<file path="src/design/ssa_pkg.sv">
// ----------------------------------------------------------------------------
// ssa_pkg
// Shared codes and controller/datapath interface types of the segmented stack
// allocator.
// ----------------------------------------------------------------------------
package ssa_pkg;

   // request operations
   localparam logic [2:0] OP_INIT     = 3'd0;
   localparam logic [2:0] OP_ALLOC    = 3'd1;
   localparam logic [2:0] OP_FREE_SEG = 3'd2;
   localparam logic [2:0] OP_FREE_STK = 3'd3;
   localparam logic [2:0] OP_SIZE     = 3'd4;

   // response status
   localparam logic [1:0] ST_DONE     = 2'd0;
   localparam logic [1:0] ST_EMPTY    = 2'd1;
   localparam logic [1:0] ST_NOTHING  = 2'd2;
   localparam logic [1:0] ST_INACTIVE = 2'd3;

   // datapath actions issued by the controller
   localparam logic [4:0] ACT_NONE       = 5'd0;
   localparam logic [4:0] ACT_LOAD       = 5'd1;
   localparam logic [4:0] ACT_NOTHING    = 5'd2;
   localparam logic [4:0] ACT_INACTIVE   = 5'd3;
   localparam logic [4:0] ACT_EMPTY      = 5'd4;
   localparam logic [4:0] ACT_RD_HEAD    = 5'd5;
   localparam logic [4:0] ACT_RD_TOP     = 5'd6;
   localparam logic [4:0] ACT_POP        = 5'd7;
   localparam logic [4:0] ACT_UNLINK     = 5'd8;
   localparam logic [4:0] ACT_WALK_START = 5'd9;
   localparam logic [4:0] ACT_WALK_RD    = 5'd10;
   localparam logic [4:0] ACT_WALK_WR    = 5'd11;
   localparam logic [4:0] ACT_WALK_END   = 5'd12;
   localparam logic [4:0] ACT_MUL        = 5'd13;
   localparam logic [4:0] ACT_SIZE       = 5'd14;
   localparam logic [4:0] ACT_EMIT       = 5'd15;
   localparam logic [4:0] ACT_CLEAR      = 5'd16;

   typedef struct packed {
      logic [4:0] act;
   } cmd_type;

   typedef struct packed {
      logic [2:0] op;
      logic       op_ok;
      logic       id_ok;
      logic       active;
      logic       head_null;
      logic       walk_done;
      logic       out_free;
      logic       clear_last;
   } stat_type;

endpackage

</file>
<file path="src/design/segmented_stack_allocator.sv">
// ----------------------------------------------------------------------------
// segmented_stack_allocator
// One request at a time: a new request is taken only once the last response
// is loaded into the output register, which waits while that register is full.
// Init, allocate, free segment and size query pass decode and one link memory
// or multiply step; rejected requests go straight from decode to the response.
// Free stack does one link memory read and one write per segment. After reset
// the link memory is chained while no request is taken.
// ----------------------------------------------------------------------------
module segmented_stack_allocator import ssa_pkg::*; #(
   parameter int NUM_SEGMENTS  = 64,
   parameter int SEGMENT_SLOTS = 1024,
   parameter int NUM_STACKS    = 4
) (
   input  logic        clock,
   input  logic        reset,
   // request channel
   input  logic        req_tvalid,
   output logic        req_tready,
   input  logic [15:0] req_tdata,  // [1:0] stack_id, [11:2] top_offset, [15:12] zero
   input  logic [2:0]  req_tuser,  // [2:0] operation
   // response channel
   output logic        rsp_tvalid,
   input  logic        rsp_tready,
   output logic [31:0] rsp_tdata,  // [5:0] segment, [15:6] new_top_offset,
                                   // [31:16] element_count
   output logic [1:0]  rsp_tuser   // [1:0] status
);

   // Controller and datapath talk only through these two bundles: the
   // controller issues one action a cycle, the datapath reports flags.
   cmd_type  cmd;
   stat_type stat;

   ssa_ctrl u_ctrl (
      .clock      (clock),
      .reset      (reset),
      .req_tvalid (req_tvalid),
      .req_tready (req_tready),
      .stat       (stat),
      .cmd        (cmd)
   );

   // Datapath holds the free list head, per-stack top/count/active tables,
   // the segment link memory, the size multiplier and the response register.
   ssa_dp #(
      .NUM_SEGMENTS  (NUM_SEGMENTS),
      .SEGMENT_SLOTS (SEGMENT_SLOTS),
      .NUM_STACKS    (NUM_STACKS)
   ) u_dp (
      .clock      (clock),
      .reset      (reset),
      .req_tdata  (req_tdata),
      .req_tuser  (req_tuser),
      .rsp_tvalid (rsp_tvalid),
      .rsp_tready (rsp_tready),
      .rsp_tdata  (rsp_tdata),
      .rsp_tuser  (rsp_tuser),
      .cmd        (cmd),
      .stat       (stat)
   );

   // No request may be taken while the link memory is still being chained.
   a_clear_blocks: assert property (@(posedge clock) disable iff (reset)
      cmd.act == ACT_CLEAR |-> !req_tready)
      else $error("request accepted during link clearing");

   // A request transfer makes the block busy on the next cycle.
   a_busy_after_take: assert property (@(posedge clock) disable iff (reset)
      req_tvalid && req_tready |=> !req_tready)
      else $error("second request taken back to back");

   // Loading the response always presents it on the next cycle.
   a_emit_shows: assert property (@(posedge clock) disable iff (reset)
      cmd.act == ACT_EMIT |=> rsp_tvalid)
      else $error("response load lost");

   // Reset leaves no stale response.
   a_reset_quiet: assert property (@(posedge clock)
      reset |=> !rsp_tvalid)
      else $error("response valid after reset");

endmodule

</file>
<file path="src/design/ssa_ram.sv">
// ----------------------------------------------------------------------------
// ssa_ram
// Generic single-write, single-read RAM with registered read data.
// ----------------------------------------------------------------------------
module ssa_ram #(
   parameter int WIDTH = 8,
   parameter int DEPTH = 64
) (
   input  logic                     clock,
   input  logic                     wr_en,
   input  logic [$clog2(DEPTH)-1:0] wr_addr,
   input  logic [WIDTH-1:0]         wr_data,
   input  logic                     rd_en,
   input  logic [$clog2(DEPTH)-1:0] rd_addr,
   output logic [WIDTH-1:0]         rd_data
);

   logic [WIDTH-1:0] mem [DEPTH];

   always_ff @(posedge clock) begin
      if (wr_en) begin
         mem[wr_addr] <= wr_data;
      end
      if (rd_en) begin
         rd_data <= mem[rd_addr];
      end
   end

endmodule

</file>
<file path="src/design/ssa_dp.sv">
// ----------------------------------------------------------------------------
// ssa_dp
// Datapath: request capture, free list head, per-stack tables, link memory,
// size arithmetic and the response register.
// ----------------------------------------------------------------------------
module ssa_dp import ssa_pkg::*; #(
   parameter int NUM_SEGMENTS  = 64,
   parameter int SEGMENT_SLOTS = 1024,
   parameter int NUM_STACKS    = 4
) (
   input  logic        clock,
   input  logic        reset,
   input  logic [15:0] req_tdata,
   input  logic [2:0]  req_tuser,
   output logic        rsp_tvalid,
   input  logic        rsp_tready,
   output logic [31:0] rsp_tdata,
   output logic [1:0]  rsp_tuser,
   input  cmd_type     cmd,
   output stat_type    stat
);

   localparam int SEG_W  = $clog2(NUM_SEGMENTS);
   localparam int LINK_W = $clog2(NUM_SEGMENTS + 1);
   localparam int CNT_W  = LINK_W;
   localparam int ID_W   = (NUM_STACKS > 1) ? $clog2(NUM_STACKS) : 1;
   localparam int PROD_W = CNT_W + 16;
   localparam int SUM_W  = PROD_W + 1;
   localparam logic [LINK_W-1:0] SEG_NULL = LINK_W'(NUM_SEGMENTS);
   localparam logic [15:0]       SLOT_MAX = 16'(SEGMENT_SLOTS - 1);
   localparam logic [SEG_W-1:0]  CLR_LAST = SEG_W'(NUM_SEGMENTS - 1);
   localparam logic [CNT_W-1:0]  WALK_MAX = CNT_W'(NUM_SEGMENTS);

   // request
   logic [2:0]  op_ff, op_in;
   logic [1:0]  id_ff, id_in;
   logic [9:0]  off_ff, off_in;
   // allocator state
   logic [LINK_W-1:0] head_ff, head_in;
   logic              active_ff [NUM_STACKS];
   logic              active_in [NUM_STACKS];
   logic [SEG_W-1:0]  top_ff [NUM_STACKS];
   logic [SEG_W-1:0]  top_in [NUM_STACKS];
   logic [CNT_W-1:0]  count_ff [NUM_STACKS];
   logic [CNT_W-1:0]  count_in [NUM_STACKS];
   logic [SEG_W-1:0]  clr_ff, clr_in;
   // walk and arithmetic
   logic [LINK_W-1:0] walk_ff, walk_in;
   logic [CNT_W-1:0]  steps_ff, steps_in;
   logic [PROD_W-1:0] prod_ff, prod_in;
   // staged result and response register
   logic [1:0]  res_status_ff, res_status_in;
   logic [5:0]  res_seg_ff, res_seg_in;
   logic [9:0]  res_off_ff, res_off_in;
   logic [15:0] res_cnt_ff, res_cnt_in;
   logic        rsp_valid_ff, rsp_valid_in;
   logic [1:0]  rsp_status_ff, rsp_status_in;
   logic [5:0]  rsp_seg_ff, rsp_seg_in;
   logic [9:0]  rsp_off_ff, rsp_off_in;
   logic [15:0] rsp_cnt_ff, rsp_cnt_in;

   // link memory
   logic              ram_wr_en, ram_rd_en;
   logic [SEG_W-1:0]  ram_wr_addr, ram_rd_addr;
   logic [LINK_W-1:0] ram_wr_data, ram_rd_data;

   logic [ID_W-1:0]   idx;
   logic              id_ok, cur_active, off_over;
   logic [SEG_W-1:0]  cur_top;
   logic [CNT_W-1:0]  cur_count, mul_a;
   logic [9:0]        off_clamp;
   logic [SUM_W-1:0]  sum;
   logic [15:0]       cnt_sat;
   logic [LINK_W-1:0] head_pop;

   ssa_ram #(.WIDTH(LINK_W), .DEPTH(NUM_SEGMENTS)) u_link_ram (
      .clock   (clock),
      .wr_en   (ram_wr_en),
      .wr_addr (ram_wr_addr),
      .wr_data (ram_wr_data),
      .rd_en   (ram_rd_en),
      .rd_addr (ram_rd_addr),
      .rd_data (ram_rd_data)
   );

   assign idx        = ID_W'(id_ff);
   assign id_ok      = (32'(id_ff) < NUM_STACKS);
   assign cur_active = id_ok && active_ff[idx];
   assign cur_top    = top_ff[idx];
   assign cur_count  = count_ff[idx];
   assign off_over   = (17'(off_ff) > 17'(SLOT_MAX));
   assign off_clamp  = off_over ? 10'(SLOT_MAX) : off_ff;
   assign mul_a      = (cur_count > CNT_W'(1)) ? cur_count - CNT_W'(1) : '0;
   assign sum        = SUM_W'(prod_ff) + SUM_W'(off_clamp);
   assign cnt_sat    = (sum > SUM_W'(16'hFFFF)) ? 16'hFFFF : sum[15:0];
   // a link outside the pool ends the chain
   assign head_pop   = (ram_rd_data < SEG_NULL) ? ram_rd_data : SEG_NULL;

   always_comb begin
      op_in         = op_ff;
      id_in         = id_ff;
      off_in        = off_ff;
      head_in       = head_ff;
      active_in     = active_ff;
      top_in        = top_ff;
      count_in      = count_ff;
      clr_in        = clr_ff;
      walk_in       = walk_ff;
      steps_in      = steps_ff;
      prod_in       = prod_ff;
      res_status_in = res_status_ff;
      res_seg_in    = res_seg_ff;
      res_off_in    = res_off_ff;
      res_cnt_in    = res_cnt_ff;
      rsp_status_in = rsp_status_ff;
      rsp_seg_in    = rsp_seg_ff;
      rsp_off_in    = rsp_off_ff;
      rsp_cnt_in    = rsp_cnt_ff;
      ram_wr_en     = 1'b0;
      ram_wr_addr   = '0;
      ram_wr_data   = '0;
      ram_rd_en     = 1'b0;
      ram_rd_addr   = '0;

      unique case (cmd.act)
         ACT_LOAD: begin
            op_in  = req_tuser;
            id_in  = req_tdata[1:0];
            off_in = req_tdata[11:2];
         end
         ACT_NOTHING: begin
            res_status_in = ST_NOTHING;
            res_seg_in    = '0;
            res_off_in    = '0;
            res_cnt_in    = '0;
         end
         ACT_INACTIVE: begin
            res_status_in = ST_INACTIVE;
            res_seg_in    = '0;
            res_off_in    = '0;
            res_cnt_in    = '0;
         end
         ACT_EMPTY: begin
            res_status_in = ST_EMPTY;
            res_seg_in    = (op_ff == OP_INIT) ? 6'd0 : 6'(cur_top);
            res_off_in    = off_ff;
            res_cnt_in    = '0;
         end
         ACT_RD_HEAD: begin
            ram_rd_en   = 1'b1;
            ram_rd_addr = head_ff[SEG_W-1:0];
         end
         ACT_RD_TOP: begin
            ram_rd_en   = 1'b1;
            ram_rd_addr = cur_top;
         end
         ACT_POP: begin
            // head segment becomes the stack's new top
            ram_wr_en   = 1'b1;
            ram_wr_addr = head_ff[SEG_W-1:0];
            ram_wr_data = (op_ff == OP_INIT) ? SEG_NULL : LINK_W'(cur_top);
            head_in     = head_pop;
            top_in[idx] = head_ff[SEG_W-1:0];
            if (op_ff == OP_INIT) begin
               active_in[idx] = 1'b1;
               count_in[idx]  = CNT_W'(1);
            end else if (cur_count < WALK_MAX) begin
               count_in[idx] = cur_count + CNT_W'(1);
            end
            res_status_in = ST_DONE;
            res_seg_in    = 6'(head_ff[SEG_W-1:0]);
            res_off_in    = '0;
            res_cnt_in    = '0;
         end
         ACT_UNLINK: begin
            if (ram_rd_data >= SEG_NULL) begin
               res_status_in = ST_NOTHING;
               res_seg_in    = 6'(cur_top);
               res_off_in    = off_ff;
               res_cnt_in    = '0;
            end else begin
               ram_wr_en   = 1'b1;
               ram_wr_addr = cur_top;
               ram_wr_data = head_ff;
               head_in     = LINK_W'(cur_top);
               top_in[idx] = ram_rd_data[SEG_W-1:0];
               if (cur_count > CNT_W'(1)) begin
                  count_in[idx] = cur_count - CNT_W'(1);
               end
               res_status_in = ST_DONE;
               res_seg_in    = 6'(ram_rd_data[SEG_W-1:0]);
               res_off_in    = 10'(SLOT_MAX);
               res_cnt_in    = '0;
            end
         end
         ACT_WALK_START: begin
            walk_in  = LINK_W'(cur_top);
            steps_in = '0;
         end
         ACT_WALK_RD: begin
            ram_rd_en   = 1'b1;
            ram_rd_addr = walk_ff[SEG_W-1:0];
         end
         ACT_WALK_WR: begin
            ram_wr_en   = 1'b1;
            ram_wr_addr = walk_ff[SEG_W-1:0];
            ram_wr_data = head_ff;
            head_in     = walk_ff;
            walk_in     = ram_rd_data;
            steps_in    = steps_ff + CNT_W'(1);
         end
         ACT_WALK_END: begin
            active_in[idx] = 1'b0;
            top_in[idx]    = '0;
            count_in[idx]  = '0;
            res_status_in  = ST_DONE;
            res_seg_in     = '0;
            res_off_in     = '0;
            res_cnt_in     = '0;
         end
         ACT_MUL: begin
            prod_in = PROD_W'(mul_a) * PROD_W'(SLOT_MAX);
         end
         ACT_SIZE: begin
            res_status_in = ST_DONE;
            res_seg_in    = 6'(cur_top);
            res_off_in    = off_clamp;
            res_cnt_in    = cnt_sat;
         end
         ACT_EMIT: begin
            rsp_status_in = res_status_ff;
            rsp_seg_in    = res_seg_ff;
            rsp_off_in    = res_off_ff;
            rsp_cnt_in    = res_cnt_ff;
         end
         ACT_CLEAR: begin
            // chain every segment to the next one
            ram_wr_en   = 1'b1;
            ram_wr_addr = clr_ff;
            ram_wr_data = LINK_W'(clr_ff) + LINK_W'(1);
            clr_in      = clr_ff + SEG_W'(1);
         end
         default: begin
         end
      endcase
   end

   assign rsp_valid_in = (cmd.act == ACT_EMIT) ? 1'b1 :
                         (rsp_tready ? 1'b0 : rsp_valid_ff);

   always_ff @(posedge clock) begin
      if (reset) begin
         head_ff      <= '0;
         clr_ff       <= '0;
         rsp_valid_ff <= 1'b0;
         for (int k = 0; k < NUM_STACKS; k++) begin
            active_ff[k] <= 1'b0;
            top_ff[k]    <= '0;
            count_ff[k]  <= '0;
         end
      end else begin
         head_ff      <= head_in;
         clr_ff       <= clr_in;
         rsp_valid_ff <= rsp_valid_in;
         active_ff    <= active_in;
         top_ff       <= top_in;
         count_ff     <= count_in;
      end
   end

   always_ff @(posedge clock) begin
      op_ff         <= op_in;
      id_ff         <= id_in;
      off_ff        <= off_in;
      walk_ff       <= walk_in;
      steps_ff      <= steps_in;
      prod_ff       <= prod_in;
      res_status_ff <= res_status_in;
      res_seg_ff    <= res_seg_in;
      res_off_ff    <= res_off_in;
      res_cnt_ff    <= res_cnt_in;
      rsp_status_ff <= rsp_status_in;
      rsp_seg_ff    <= rsp_seg_in;
      rsp_off_ff    <= rsp_off_in;
      rsp_cnt_ff    <= rsp_cnt_in;
   end

   assign stat.op         = op_ff;
   assign stat.op_ok      = (op_ff <= OP_SIZE);
   assign stat.id_ok      = id_ok;
   assign stat.active     = cur_active;
   assign stat.head_null  = (head_ff >= SEG_NULL);
   assign stat.walk_done  = (walk_ff >= SEG_NULL) || (steps_ff == WALK_MAX);
   assign stat.out_free   = !rsp_valid_ff || rsp_tready;
   assign stat.clear_last = (clr_ff == CLR_LAST);

   assign rsp_tvalid = rsp_valid_ff;
   assign rsp_tdata  = {rsp_cnt_ff, rsp_off_ff, rsp_seg_ff};
   assign rsp_tuser  = rsp_status_ff;

endmodule

</file>
<file path="src/design/ssa_ctrl.sv">
// ----------------------------------------------------------------------------
// ssa_ctrl
// Controller: sequences link clearing, request decode, link memory accesses
// and the free-stack walk, one request at a time.
// ----------------------------------------------------------------------------
module ssa_ctrl import ssa_pkg::*; (
   input  logic     clock,
   input  logic     reset,
   input  logic     req_tvalid,
   output logic     req_tready,
   input  stat_type stat,
   output cmd_type  cmd
);

   localparam logic [3:0] S_CLEAR   = 4'd0;
   localparam logic [3:0] S_IDLE    = 4'd1;
   localparam logic [3:0] S_DECODE  = 4'd2;
   localparam logic [3:0] S_POP     = 4'd3;
   localparam logic [3:0] S_UNLINK  = 4'd4;
   localparam logic [3:0] S_WALK_RD = 4'd5;
   localparam logic [3:0] S_WALK_WR = 4'd6;
   localparam logic [3:0] S_SIZE    = 4'd7;
   localparam logic [3:0] S_RESP    = 4'd8;

   logic [3:0] state_ff, state_in;

   always_comb begin
      state_in = state_ff;
      cmd.act  = ACT_NONE;
      unique case (state_ff)
         S_CLEAR: begin
            cmd.act = ACT_CLEAR;
            if (stat.clear_last) begin
               state_in = S_IDLE;
            end
         end
         S_IDLE: begin
            if (req_tvalid) begin
               cmd.act  = ACT_LOAD;
               state_in = S_DECODE;
            end
         end
         S_DECODE: begin
            state_in = S_RESP;
            if (!stat.op_ok) begin
               cmd.act = ACT_NOTHING;
            end else if (!stat.id_ok) begin
               cmd.act = ACT_INACTIVE;
            end else begin
               case (stat.op)
                  OP_INIT: begin
                     if (stat.active) begin
                        cmd.act = ACT_INACTIVE;
                     end else if (stat.head_null) begin
                        cmd.act = ACT_EMPTY;
                     end else begin
                        cmd.act  = ACT_RD_HEAD;
                        state_in = S_POP;
                     end
                  end
                  OP_ALLOC: begin
                     if (!stat.active) begin
                        cmd.act = ACT_INACTIVE;
                     end else if (stat.head_null) begin
                        cmd.act = ACT_EMPTY;
                     end else begin
                        cmd.act  = ACT_RD_HEAD;
                        state_in = S_POP;
                     end
                  end
                  OP_FREE_SEG: begin
                     if (!stat.active) begin
                        cmd.act = ACT_INACTIVE;
                     end else begin
                        cmd.act  = ACT_RD_TOP;
                        state_in = S_UNLINK;
                     end
                  end
                  OP_FREE_STK: begin
                     if (!stat.active) begin
                        cmd.act = ACT_INACTIVE;
                     end else begin
                        cmd.act  = ACT_WALK_START;
                        state_in = S_WALK_RD;
                     end
                  end
                  OP_SIZE: begin
                     if (!stat.active) begin
                        cmd.act = ACT_INACTIVE;
                     end else begin
                        cmd.act  = ACT_MUL;
                        state_in = S_SIZE;
                     end
                  end
                  default: begin
                     cmd.act = ACT_NOTHING;
                  end
               endcase
            end
         end
         S_POP: begin
            cmd.act  = ACT_POP;
            state_in = S_RESP;
         end
         S_UNLINK: begin
            cmd.act  = ACT_UNLINK;
            state_in = S_RESP;
         end
         S_WALK_RD: begin
            if (stat.walk_done) begin
               cmd.act  = ACT_WALK_END;
               state_in = S_RESP;
            end else begin
               cmd.act  = ACT_WALK_RD;
               state_in = S_WALK_WR;
            end
         end
         S_WALK_WR: begin
            cmd.act  = ACT_WALK_WR;
            state_in = S_WALK_RD;
         end
         S_SIZE: begin
            cmd.act  = ACT_SIZE;
            state_in = S_RESP;
         end
         S_RESP: begin
            // hold until the response register is free
            if (stat.out_free) begin
               cmd.act  = ACT_EMIT;
               state_in = S_IDLE;
            end
         end
         default: begin
            state_in = S_IDLE;
         end
      endcase
   end

   always_ff @(posedge clock) begin
      if (reset) begin
         state_ff <= S_CLEAR;
      end else begin
         state_ff <= state_in;
      end
   end

   assign req_tready = (state_ff == S_IDLE);

endmodule
</file>
<file path="config.mk">
export PLATFORM = sky130hd
export DESIGN_NAME = segmented_stack_allocator
export DESIGN_NICKNAME = d
export VERILOG_FILES = /design/src/design/ssa_pkg.sv /design/src/design/segmented_stack_allocator.sv /design/src/design/ssa_ram.sv /design/src/design/ssa_dp.sv /design/src/design/ssa_ctrl.sv
export SDC_FILE = /design/constraint.sdc
export NUM_CORES = 1
export LEC_CHECK = 0
export BUFFER_PORTS_ARGS = -buffer_cell sky130_fd_sc_hd__buf_2
export CAP_MARGIN = 20
export CORE_UTILIZATION = 40
export CTS_CLUSTER_SIZE = 20
export DETAILED_ROUTE_END_ITERATION = 10
export PLACE_DENSITY_LB_ADDON = 0.08
export REMOVE_ABC_BUFFERS = 1
export SYNTH_ARGS = -nofsm -noshare
export SYNTH_HDL_FRONTEND = slang
export SYNTH_SLANG_ARGS = --single-unit
export TNS_END_PERCENT = 100
</file>
<file path="constraint.sdc">
create_clock -name clock -period 11.04 [get_ports clock]
set_input_delay 1.656 -clock clock [delete_from_list [all_inputs] [get_ports clock]]
set_output_delay 1.656 -clock clock [all_outputs]
set_load 0.02 [all_outputs]
</file>
# Yosys cells after proc, flatten, opt, wreduce, memory -nomap -nowiden
# Memories as Yosys holds them, arrays and structs flattened. A register that Yosys moved wholly into a read port is not among the register bits.
# Index checks and enable logic that the tools add are counted.
totals:
  mem_count: 1
  ff_bits: 188
  output_inout_bits: 36
  ram_bits: 448
memory_table:
  columns: ["name", "words", "width", "read_ports", "rd_clocked_by_memory_dff", "write_ports", "line_no", "source"]
  rows:
  - ["u_dp.u_link_ram.mem", 64, 7, 1, 1, 1, "ssa_ram.sv:18", "logic [WIDTH-1:0] mem [DEPTH];"]
op_classes:
  n_bitwise: 11
  mux: 81
  n_eq_ne: 37
  order_cmp: 10
  mul: 1
  n_reduce_logical: 28
  n_addsub: 6
ops:
  columns: ["op", "n"]
  rows:
  - ["28-bit two-way mux", 4]
  - ["28-bit one-hot mux with 3 select lines", 1]
  - ["24-bit one-hot mux with 3 select lines", 1]
  - ["4-bit two-way mux", 15]
  - ["28-bit bitwise mux", 2]
  - ["7-bit two-way mux", 8]
  - ["24-bit bitwise AND", 2]
  - ["24-bit bitwise mux", 2]
  - ["24-bit inverter", 2]
  - ["5-bit one-hot mux with 9 select lines", 1]
  - ["5-bit by 4-bit == test with 1-bit output, second input constant", 8]
  - ["6-bit two-way mux", 6]
  - ["16-bit one-hot mux with 2 select lines", 1]
  - ["10-bit one-hot mux with 3 select lines", 1]
  - ["6-bit one-hot mux with 5 select lines", 1]
  - ["28-bit bitwise AND", 1]
  - ["28-bit inverter", 1]
  - ["4-bit one-hot mux with 7 select lines", 1]
  - ["7-bit one-hot mux with 2 select lines", 2]
  - ["7-bit one-hot mux with 4 select lines", 1]
  - ["5-bit one-hot mux with 5 select lines", 1]
  - ["24-bit by 16-bit > comparator with 1-bit output, second input constant", 1]
  - ["24-bit two-way mux", 1]
  - ["6-bit one-hot mux with 4 select lines", 1]
  - ["other kinds (65)", 109]

# Logic depth before layout (Yosys ltp)
# Gate-level depths: netlist (run 1).
logic_depth:
  word_depth: 13
  mapped_depth: 29
  mapped_depth_nobuf: 26

# Hierarchy
# Synthesis (run 1) repeated with hierarchy kept, for this count alone.
unflattened:
  cells_unflattened: 1971
  area_unflattened_um2: 29084.1
modules_own_cells:
  columns: ["module", "n_inst", "area_per_inst_um2", "cells_per_inst", "seq_area_each_um2"]
  rows:
  - ["ssa_ram", 1, 17743.3, 837, 13663.1]
  - ["ssa_dp", 1, 10715.3, 1047, 4824.6]
  - ["ssa_ctrl", 1, 625.6, 87, 80.1]

# Worst setup path before layout (run 1)
# No wires, ideal clock.
synth_path:
  path_kind: "register to register"
  startpoint: "reg u_dp.id_ff[0]"
  endpoint: "reg u_dp.prod_ff[16], data pin"
  setup_time_ns: 0.136
  path_buffers: 3
  stages_incl_launch_ff: 28
  path_slack_ns: 4.118
  t_arrival_ns: 6.786
  required_time_ns: 10.904
  cell_sequence: "edfxtp_1 > buf_6 > buf_2 > clkbuf_1 > mux2i_1 > nor2_1 > a221o_1 > nor2_1 > nor2_1 > nor3b_1 > nor2b_1 > fa_1 > inv_1 > fa_1 > fa_1 > fa_1 > inv_1 > ha_1 > inv_1 > o21bai_1 > a21oi_1 > o21bai_1 > a21oi_1 > o21bai_1 > a21oi_1 > o21ai_0 > or4_1 > nand3_1"
synth_via:
  elab_chain_len: 7
  word_cells_on_any_way: 8
  classes_between: "add/sub (1); mul (1); order compare (1); mux (4); bitwise (1)"
synth_rtl:
  columns: ["item", "line_no", "source"]
  rows:
  - ["start, declared", "ssa_dp.sv:36", "logic [1:0] id_ff, id_in;"]
  - ["start signal, assigned", "ssa_dp.sv:273", "id_ff <= id_in;"]
  - ["2-bit inverter with 3-bit output (not written as such) *", "ssa_dp.sv:90", "assign cur_count = count_ff[idx];"]
  - ["7-bit binary-select mux with 2-bit select *", "ssa_dp.sv:90", null]
  - ["7-bit two-way mux (not written as such) * (2 in a row)", "ssa_dp.sv:90", null]
  - ["7-bit by 1-bit subtractor with 7-bit output / 7-bit by 1-bit > comparator with 1-bit output (equally long branches)", "ssa_dp.sv:93", "assign mul_a = (cur_count > CNT_W'(1)) ? cur_count - CNT_W'(1) : '0;"]
  - ["7-bit two-way mux *", "ssa_dp.sv:93", null]
  - ["7-bit by 10-bit multiplier with 17-bit output *", "ssa_dp.sv:222", "prod_in = PROD_W'(mul_a) * PROD_W'(SLOT_MAX);"]
  - ["end signal, assigned", "ssa_dp.sv:277", "prod_ff <= prod_in;"]
  - ["end, declared", "ssa_dp.sv:50", "logic [PROD_W-1:0] prod_ff, prod_in;"]
# Mark *: on every way between the ends. The rest lies on a longest branch, timed or not. The select of a mux whose other input is x is not followed.
# A chain may end at the register's enable or synchronous reset.

# Final worst setup path (run 1)
# Same ends and word-level chain as after synthesis.

==> impl_summary.log, run 1 <==
[metrics] floorplan row count: 97
[metrics] number of cells upsized or downsized after cts: 0
[metrics] overall die width: 269 um
[metrics] setup fix buffers added after clock tree synthesis: 0
[metrics] number of primary I/O pins: 59
[metrics] initial antenna violation count: 0
[metrics] number of iterations in the first detailed-routing pass: 5
[metrics] leading post-synthesis cells by instance count: edfxtp_1, nand2_1, nor2_1
[metrics] placed wire-length estimate after detailed placement: 48,400 um
[metrics] antenna violation net count after detailed routing: 0
[metrics] CP Capture Type: register
[metrics] first-pass GRT wire length: 116,000 um
[metrics] root cell of the clock tree: clkbuf_16
[metrics] Yosys top cell area share: 0.598
[metrics] Post-synth EDFFs: 569
[metrics] RSZ-0062 raised after global routing: no
[metrics] PortBufs: 54
[metrics] wire length after detailed routing: 77,000 um
[metrics] Clock Skews: 0.0408 ns
[metrics] Starting Density: 0.406
[metrics] remaining routing DRC violations: 0
[metrics] accumulated negative setup slack: 0 ns
[metrics] yosys synthesis warning count: 0
[metrics] number of max-cap violations: 0
[metrics] via count of the first global-routing pass: 18.0k
[metrics] Sinks on Clock Net: 643
[metrics] share of layout cells above drive strength 1: 0.124
[metrics] clock latency reported for the late side of the worst-skew pair: 0.64 ns
[metrics] count of nets after finishing: 2,363
[metrics] path type of the worst min-delay path: register to register
[metrics] largest area contributor in the synthesized netlist: edfxtp_1
[metrics] total routing usage reported by global routing: 0.211
[metrics] CTS tree: yes
[metrics] final weighted congestion of routability-driven global placement: 0.884
[metrics] most used flip-flop cell after synthesis: edfxtp_1
[metrics] data arrival time of the critical path: 8.52 ns
[metrics] Core Area: 70,400 sq um
[metrics] maximum number of buffers from clock root to sink: 3
[metrics] average vias per placed instance: 5.61
[metrics] Hold Buf Count CTS: 0
[metrics] biggest fanout along the worst timing path: 13
[metrics] slew at the pin closest to its max-slew limit: 1.08 ns
[metrics] clock transition time at the flip-flop clock pins of the worst setup and hold paths: 0.06 ns
[metrics] crit path kind: register to register
[metrics] post-layout minimum cycle time: 8.03 ns
[metrics] distinct cell type count of the synthesized netlist: 79
[metrics] worst voltage drop across the vdd grid: 0.127 mV
[metrics] portion of the post-synthesis area used by sequential elements: 0.649
[metrics] number of max-slew violations in the final report: 0
[metrics] leading cell types by total area after synthesis: edfxtp_1, dfxtp_1, nand2_1
[metrics] headroom to the max-slew limit: 0.275
[metrics] post-route fraction of the period consumed by the critical path: 0.728
[metrics] Filler cells: 6,422
[metrics] Die Y: 269 um
[metrics] CP startpoint kind: register
[metrics] Hold Fails Final Rpt: 0
[metrics] average cell area after synthesis: 12.9 sq um
[metrics] most common cell in the synthesized netlist: edfxtp_1
[metrics] gr ovfl total: 0
[metrics] DR vias: 18.3k
[metrics] number of buffers created by CTS: 74
[metrics] number of synthesized register bits: 643
[metrics] Static Leakage: 11.3 nW
[metrics] outcome: completed
[metrics] data required time of the worst path: 11.52 ns
[metrics] async set-reset flop share out of synthesis: 0
[metrics] total die area: 72,600 sq um
[metrics] growth of design area from synthesis to finish: 13.1%
[metrics] H-tree level count: 3
[metrics] post-synthesis instance area: 28,600 sq um
[metrics] max frequency: 0.124 GHz
[metrics] wire length per cell: 23.6 um
[metrics] final setup violation count: 0
[metrics] DRC marker count from the first detailed-route iteration: 1,625
[metrics] power density over the cells: 160 nW/um^2
[metrics] pin count of the biggest net entering global routing: 125
[metrics] Final Total Pwr: 5.17 mW
[metrics] Post-Syn Instances: 2,208
==> worst max-delay path, stage by stage (launching register included) <==
cell and delay (ns):
edfxtp_1 0.83, buf_4 0.38, and2_1 0.48, a221o_1 0.40
ha_1 0.21, nor2_1 0.05, nor3b_1 0.61, nor2b_1 0.31
fa_1 0.79, inv_1 0.15, fa_1 0.56, fa_1 0.45
fa_1 0.52, inv_1 0.04, ha_1 0.32, inv_1 0.06
o21bai_1 0.07, a21oi_1 0.24, o21bai_1 0.11, a21oi_1 0.23
o21bai_1 0.10, a21oi_1 0.22, o21ai_0 0.22, or4_1 0.44
nand3_1 0.10
==> cell usage in the layout, fill, tap and decap left out, drive strengths merged, types with 18 or more instances in the layout <==
cell and n:
nor2 250, inv 53, a22oi 45, buf 97, a211oi 30, mux4 37
and3 18, o21ai 49, and2 21, edfxtp 569, xnor2 37, clkinv 25
dfxtp 74, mux2i 57, a21oi 81, a21o 22, fa 18, nand3 79
mux2 18, clkbuf 93, ha 55, nand2 304
==> routing by layer <==
metal	global-route usage	vias up	wire [um]
li1	-	8407	-
met1	0.290	9239	34000
met2	0.344	511	37100
met3	0.0323	135	3770
met4	0.0655	0	2130
met5	0	-	0
==> final cells by class <==
class                      count  area [sq um]  share of cell area
tap                          940          1180              0.0364
antenna                        1          2.50           0.0000774
sequential                   643         18600               0.574
clock inverter                38           447              0.0138
timing repair buffer          97           618              0.0191
multi-input combinational   1401          9390               0.291
inverter                      50           188             0.00580
clock buffer                  93          1940              0.0601
==> kinds of logic after synthesis <==
logic type                 count (synthesis)  synth area share
DFF                                      643             0.649
and+or+nand+nor                          771             0.119
xor gates and xnor gates                  54            0.0165
adders and majority gates                 73            0.0367
AOI/OAI and AO/OA                        391            0.0962
buffers and inverters                    164            0.0261
muxes                                    112            0.0562
==> registers in the layout (all words and copies together) (netlist names), named ones only <==
signal,count
u_dp.rsp_cnt_ff,16
u_dp.count_ff,4
u_dp.rsp_tvalid,1
u_dp.prod_ff,17
u_dp.rsp_seg_ff,6
u_dp.u_link_ram.mem,448
u_dp.u_link_ram.rd_data,7
u_dp.rsp_off_ff,10
u_ctrl.state_ff,4
u_dp.head_ff,7
u_dp.res_seg_ff,6
u_dp.res_off_ff,10
u_dp.id_ff,2
u_dp.clr_ff,6
u_dp.walk_ff,7
u_dp.res_status_ff,2
u_dp.steps_ff,7
u_dp.off_clamp,10
u_dp.res_cnt_ff,16
u_dp.op_ff,3
u_dp.rsp_tuser,2
==> final timing paths <==
check	from	endpoint	slack (ns)	cells after the start
hold / removal	u_dp.res_off_ff[5]	u_dp.rsp_off_ff[5]	0.42	0
hold reg to reg	u_dp.res_off_ff[5]	u_dp.rsp_off_ff[5]	0.42	0
setup / recovery	u_dp.id_ff[0]	u_dp.prod_ff[16]	3.01	24
setup reg to reg	u_dp.id_ff[0]	u_dp.prod_ff[16]	3.01	24
==> power by group <==
part	total [mW]	switching, mW	internal [mW]
clock	2.43	1.00	1.42
combinational	0.0879	0.0709	0.0170
sequential	2.66	0.00409	2.65
==> per-stage QoR <==
step	util	worst slack, ns	cells	area [sq um]	hold slack (ns)
2_1_floorplan	-	2.66	2094	28000	0.400
3_3_place_gp	0.425	3.06	3129	29900	0.404
3_5_place_dp	0.425	2.98	3129	29900	0.405
4_1_cts	0.459	2.91	3260	32300	0.414
5_1_grt	0.459	2.23	3262	32300	0.425
6_report	0.459	3.01	3263	32300	0.417
Note: power is estimated with default switching activity, not from simulation.
==> run 2, diff against run 1 <==
--- a/config.mk
+++ b/config.mk
@@ -5,6 +5,7 @@
 export SDC_FILE = /design/constraint.sdc
 export NUM_CORES = 1
 export LEC_CHECK = 0
+export ABC_AREA = 1
 export BUFFER_PORTS_ARGS = -buffer_cell sky130_fd_sc_hd__buf_2
 export CAP_MARGIN = 20
 export CORE_UTILIZATION = 40
==> constraint.sdc (replaced) <==
create_clock -name clock -period 7.71 [get_ports clock]
set_input_delay 1.1565 -clock clock [delete_from_list [all_inputs] [get_ports clock]]
set_output_delay 1.1565 -clock clock [all_outputs]
set_load 0.02 [all_outputs]
==> impl_summary.log, run 2 <==
[metrics] Starting Density: 0.404
[metrics] number of buffers created by CTS: 75
[metrics] worst voltage drop across the vdd grid: 0.251 mV
[metrics] DRC marker count from the first detailed-route iteration: 2,057
[metrics] RSZ-0062 raised after global routing: no
[metrics] CP Capture Type: register
[metrics] Final Non-Filler Cells: 4,346
[metrics] number of iterations in the first detailed-routing pass: 6
[metrics] top library cells by usage in the layout, fill and taps aside: edfxtp_1, nand3_1, nand2_1, inv_1, nor2_1
[metrics] most used flip-flop cell after synthesis: edfxtp_1
[metrics] antenna violation net count after detailed routing: 0
[metrics] Static Leakage: 13.6 nW
[metrics] number of synthesized register bits: 643
[metrics] Clock Skews: 0.0196 ns
[metrics] Largest stage delay, worst path: 0.69 ns
[metrics] post-layout minimum cycle time: 7.01 ns
[metrics] CP max stage cell: fa_1
[metrics] leading post-synthesis cells by instance count: edfxtp_1, nand3_1, nand2_1
[metrics] Core Area: 78,900 sq um
[metrics] Post-Syn Instances: 3,240
[metrics] placed wire-length estimate after detailed placement: 54,200 um
[metrics] root cell of the clock tree: clkbuf_16
[metrics] power density over the cells: 251 nW/um^2
[metrics] slew at the pin closest to its max-slew limit: 1.00 ns
[metrics] PortBufs: 54
[metrics] clock transition time at the flip-flop clock pins of the worst setup and hold paths: 0.05 ns
[metrics] largest area contributor in the synthesized netlist: edfxtp_1
[metrics] final setup violation count: 0
[metrics] total routing usage reported by global routing: 0.219
[metrics] post-synthesis instance area: 31,900 sq um
[metrics] biggest fanout along the worst timing path: 16
[metrics] first-pass GRT wire length: 137,000 um
[metrics] crit path kind: register to register
[metrics] H-tree level count: 3
[metrics] Hold Fails Final Rpt: 0
[metrics] Final Total Pwr: 8.89 mW
[metrics] final weighted congestion of routability-driven global placement: 0.874
[metrics] CTS tree: yes
[metrics] Post-Layout Inst Area: 35,500 sq um
[metrics] portion of the post-synthesis area used by sequential elements: 0.583
[metrics] wire length after detailed routing: 88,500 um
[metrics] total area of multi-input combinational cells: 10,900 sq um
[metrics] biggest regs: u_dp.u_link_ram.mem: 448 flops, u_dp.prod_ff: 17 flops
[metrics] floorplan row count: 103
[metrics] path type of the worst min-delay path: register to register
[metrics] wire length per cell: 20.4 um
[metrics] overall die width: 284 um
[metrics] Sinks on Clock Net: 643
[metrics] max frequency: 0.143 GHz
[metrics] data arrival time of the critical path: 7.37 ns
[metrics] growth of design area from synthesis to finish: 11.3%
[metrics] Worst R2R Setup Slack: 0.70 ns
[metrics] cell area after placement: 33,000 sq um
[metrics] average cell area after synthesis: 9.84 sq um
[metrics] CP startpoint kind: register
[metrics] initial antenna violation count: 1
[metrics] clock latency reported for the late side of the worst-skew pair: 0.62 ns
[metrics] DR vias: 23.4k
[metrics] async set-reset flop share out of synthesis: 0
[metrics] gr ovfl total: 0
[metrics] post-route fraction of the period consumed by the critical path: 0.910
[metrics] Sequential cell area: 18,600 sq um
[metrics] outcome: completed
[metrics] Filler cells: 7,513
[metrics] most common cell in the synthesized netlist: edfxtp_1
[metrics] via count of the first global-routing pass: 23.2k
[metrics] number of primary I/O pins: 59
[metrics] headroom to the max-slew limit: 0.327
[metrics] total die area: 80,800 sq um
[metrics] most common library cell in the layout ignoring fill and taps: edfxtp_1
[metrics] remaining routing DRC violations: 0
[metrics] Cell Count Post-Placement: 4,206
[metrics] average vias per placed instance: 5.38
[metrics] Yosys top cell area share: 0.536
[metrics] count of nets after finishing: 3,332
[metrics] leading cell types by total area after synthesis: edfxtp_1, nand3_1, nand2_1
[metrics] number of max-cap violations: 0
[metrics] max reg flops: 448
[metrics] data required time of the worst path: 8.07 ns
[metrics] accumulated negative setup slack: 0 ns
[metrics] Die Y: 284 um
[metrics] pin count of the biggest net entering global routing: 176
[metrics] share of layout cells above drive strength 1: 0.0774
[metrics] distinct cell type count of the synthesized netlist: 56
[metrics] Post-synth EDFFs: 569
[metrics] number of max-slew violations in the final report: 0
[metrics] most flop-heavy register: u_dp.u_link_ram.mem
[metrics] maximum number of buffers from clock root to sink: 3
[metrics] yosys synthesis warning count: 0
## run 2: cell types whose count changed after synthesis, sizes merged, moves of 51 or more
cell    before  now
a21oi       81  146
buf         53  104
inv         50  423
mux2i       57    0
nand2      304  521
nand3       79  523
nand3b       4  185
## run 2: timing repair
item | 4_1_cts | 5_1_grt
hold buffers | 0 | 0
resized for setup | 0 | 2
setup endpoints to repair | 0 | 1
setup buffers | 0 | 0
## run 2: power by group
group          leakage, nW  internal, mW  total (mW)  switching [mW]
combinational         6.83         0.197        1.09           0.897
clock                 1.17          2.05        3.49            1.44
sequential            5.59          4.26        4.31          0.0531
total                 13.6          6.50        8.89            2.39
## run 2: area by class of cell
| class | instances | area share |
|---|---|---|
| sequential | 643 | 0.524 |
| tap | 1050 | 0.0370 |
| clock buffer | 98 | 0.0568 |
| multi-input combinational | 1989 | 0.308 |
| clock inverter | 38 | 0.0106 |
| inverter | 425 | 0.0452 |
| antenna | 1 | 0.0000706 |
| timing repair buffer | 102 | 0.0183 |
## run 2: cell families after synthesis
| family | after synthesis | synth area share |
|---|---|---|
| adders and majority gates | 73 | 0.0329 |
| and+or+nand+nor | 1492 | 0.223 |
| AOI/OAI and AO/OA | 382 | 0.0731 |
| buffers and inverters | 608 | 0.0773 |
| DFF | 643 | 0.583 |
| xor gates and xnor gates | 42 | 0.0115 |
## run 2: worst max-delay path: cells and delay by family, from the launching register on
| kind | cells | cell delay, ns |
|---|---|---|
| simple gates | 12 | 1.52 |
| compound gates | 4 | 0.63 |
| xor+xnor | 4 | 0.84 |
| flops | 1 | 0.51 |
| fa+ha+maj | 6 | 2.43 |
| buf+inv | 7 | 0.81 |
## run 2: worst paths after layout
| kind | startpoint | endpoint | cells past startpoint |
|---|---|---|---|
| hold / removal | u_dp.res_cnt_ff[14] | u_dp.rsp_cnt_ff[14] | 0 |
| setup reg to reg | u_dp.id_ff[0] | u_dp.prod_ff[15] | 33 |
| setup / recovery | u_dp.id_ff[0] | u_dp.prod_ff[15] | 33 |
| hold reg to reg | u_dp.res_cnt_ff[14] | u_dp.rsp_cnt_ff[14] | 0 |
## run 2: per-stage QoR
| stage | setup slack (ns) | hold WS [ns] | utilization |
|---|---|---|---|
| after global placement | 0.633 | 0.403 | 0.419 |
| after global routing | 0.0366 | 0.425 | 0.450 |
| after floorplan | -1.69 | 0.400 | - |
| after detailed placement | 0.671 | 0.405 | 0.419 |
| after CTS | 0.633 | 0.419 | 0.449 |
| final | 0.697 | 0.417 | 0.450 |
## run 2: layer usage
layer,global-route usage,up-vias,share of wire
li1,-,11200,-
met1,0.288,11300,0.43
met2,0.366,721,0.48
met3,0.0331,156,0.057
met4,0.0809,0,0.033
met5,0,-,0
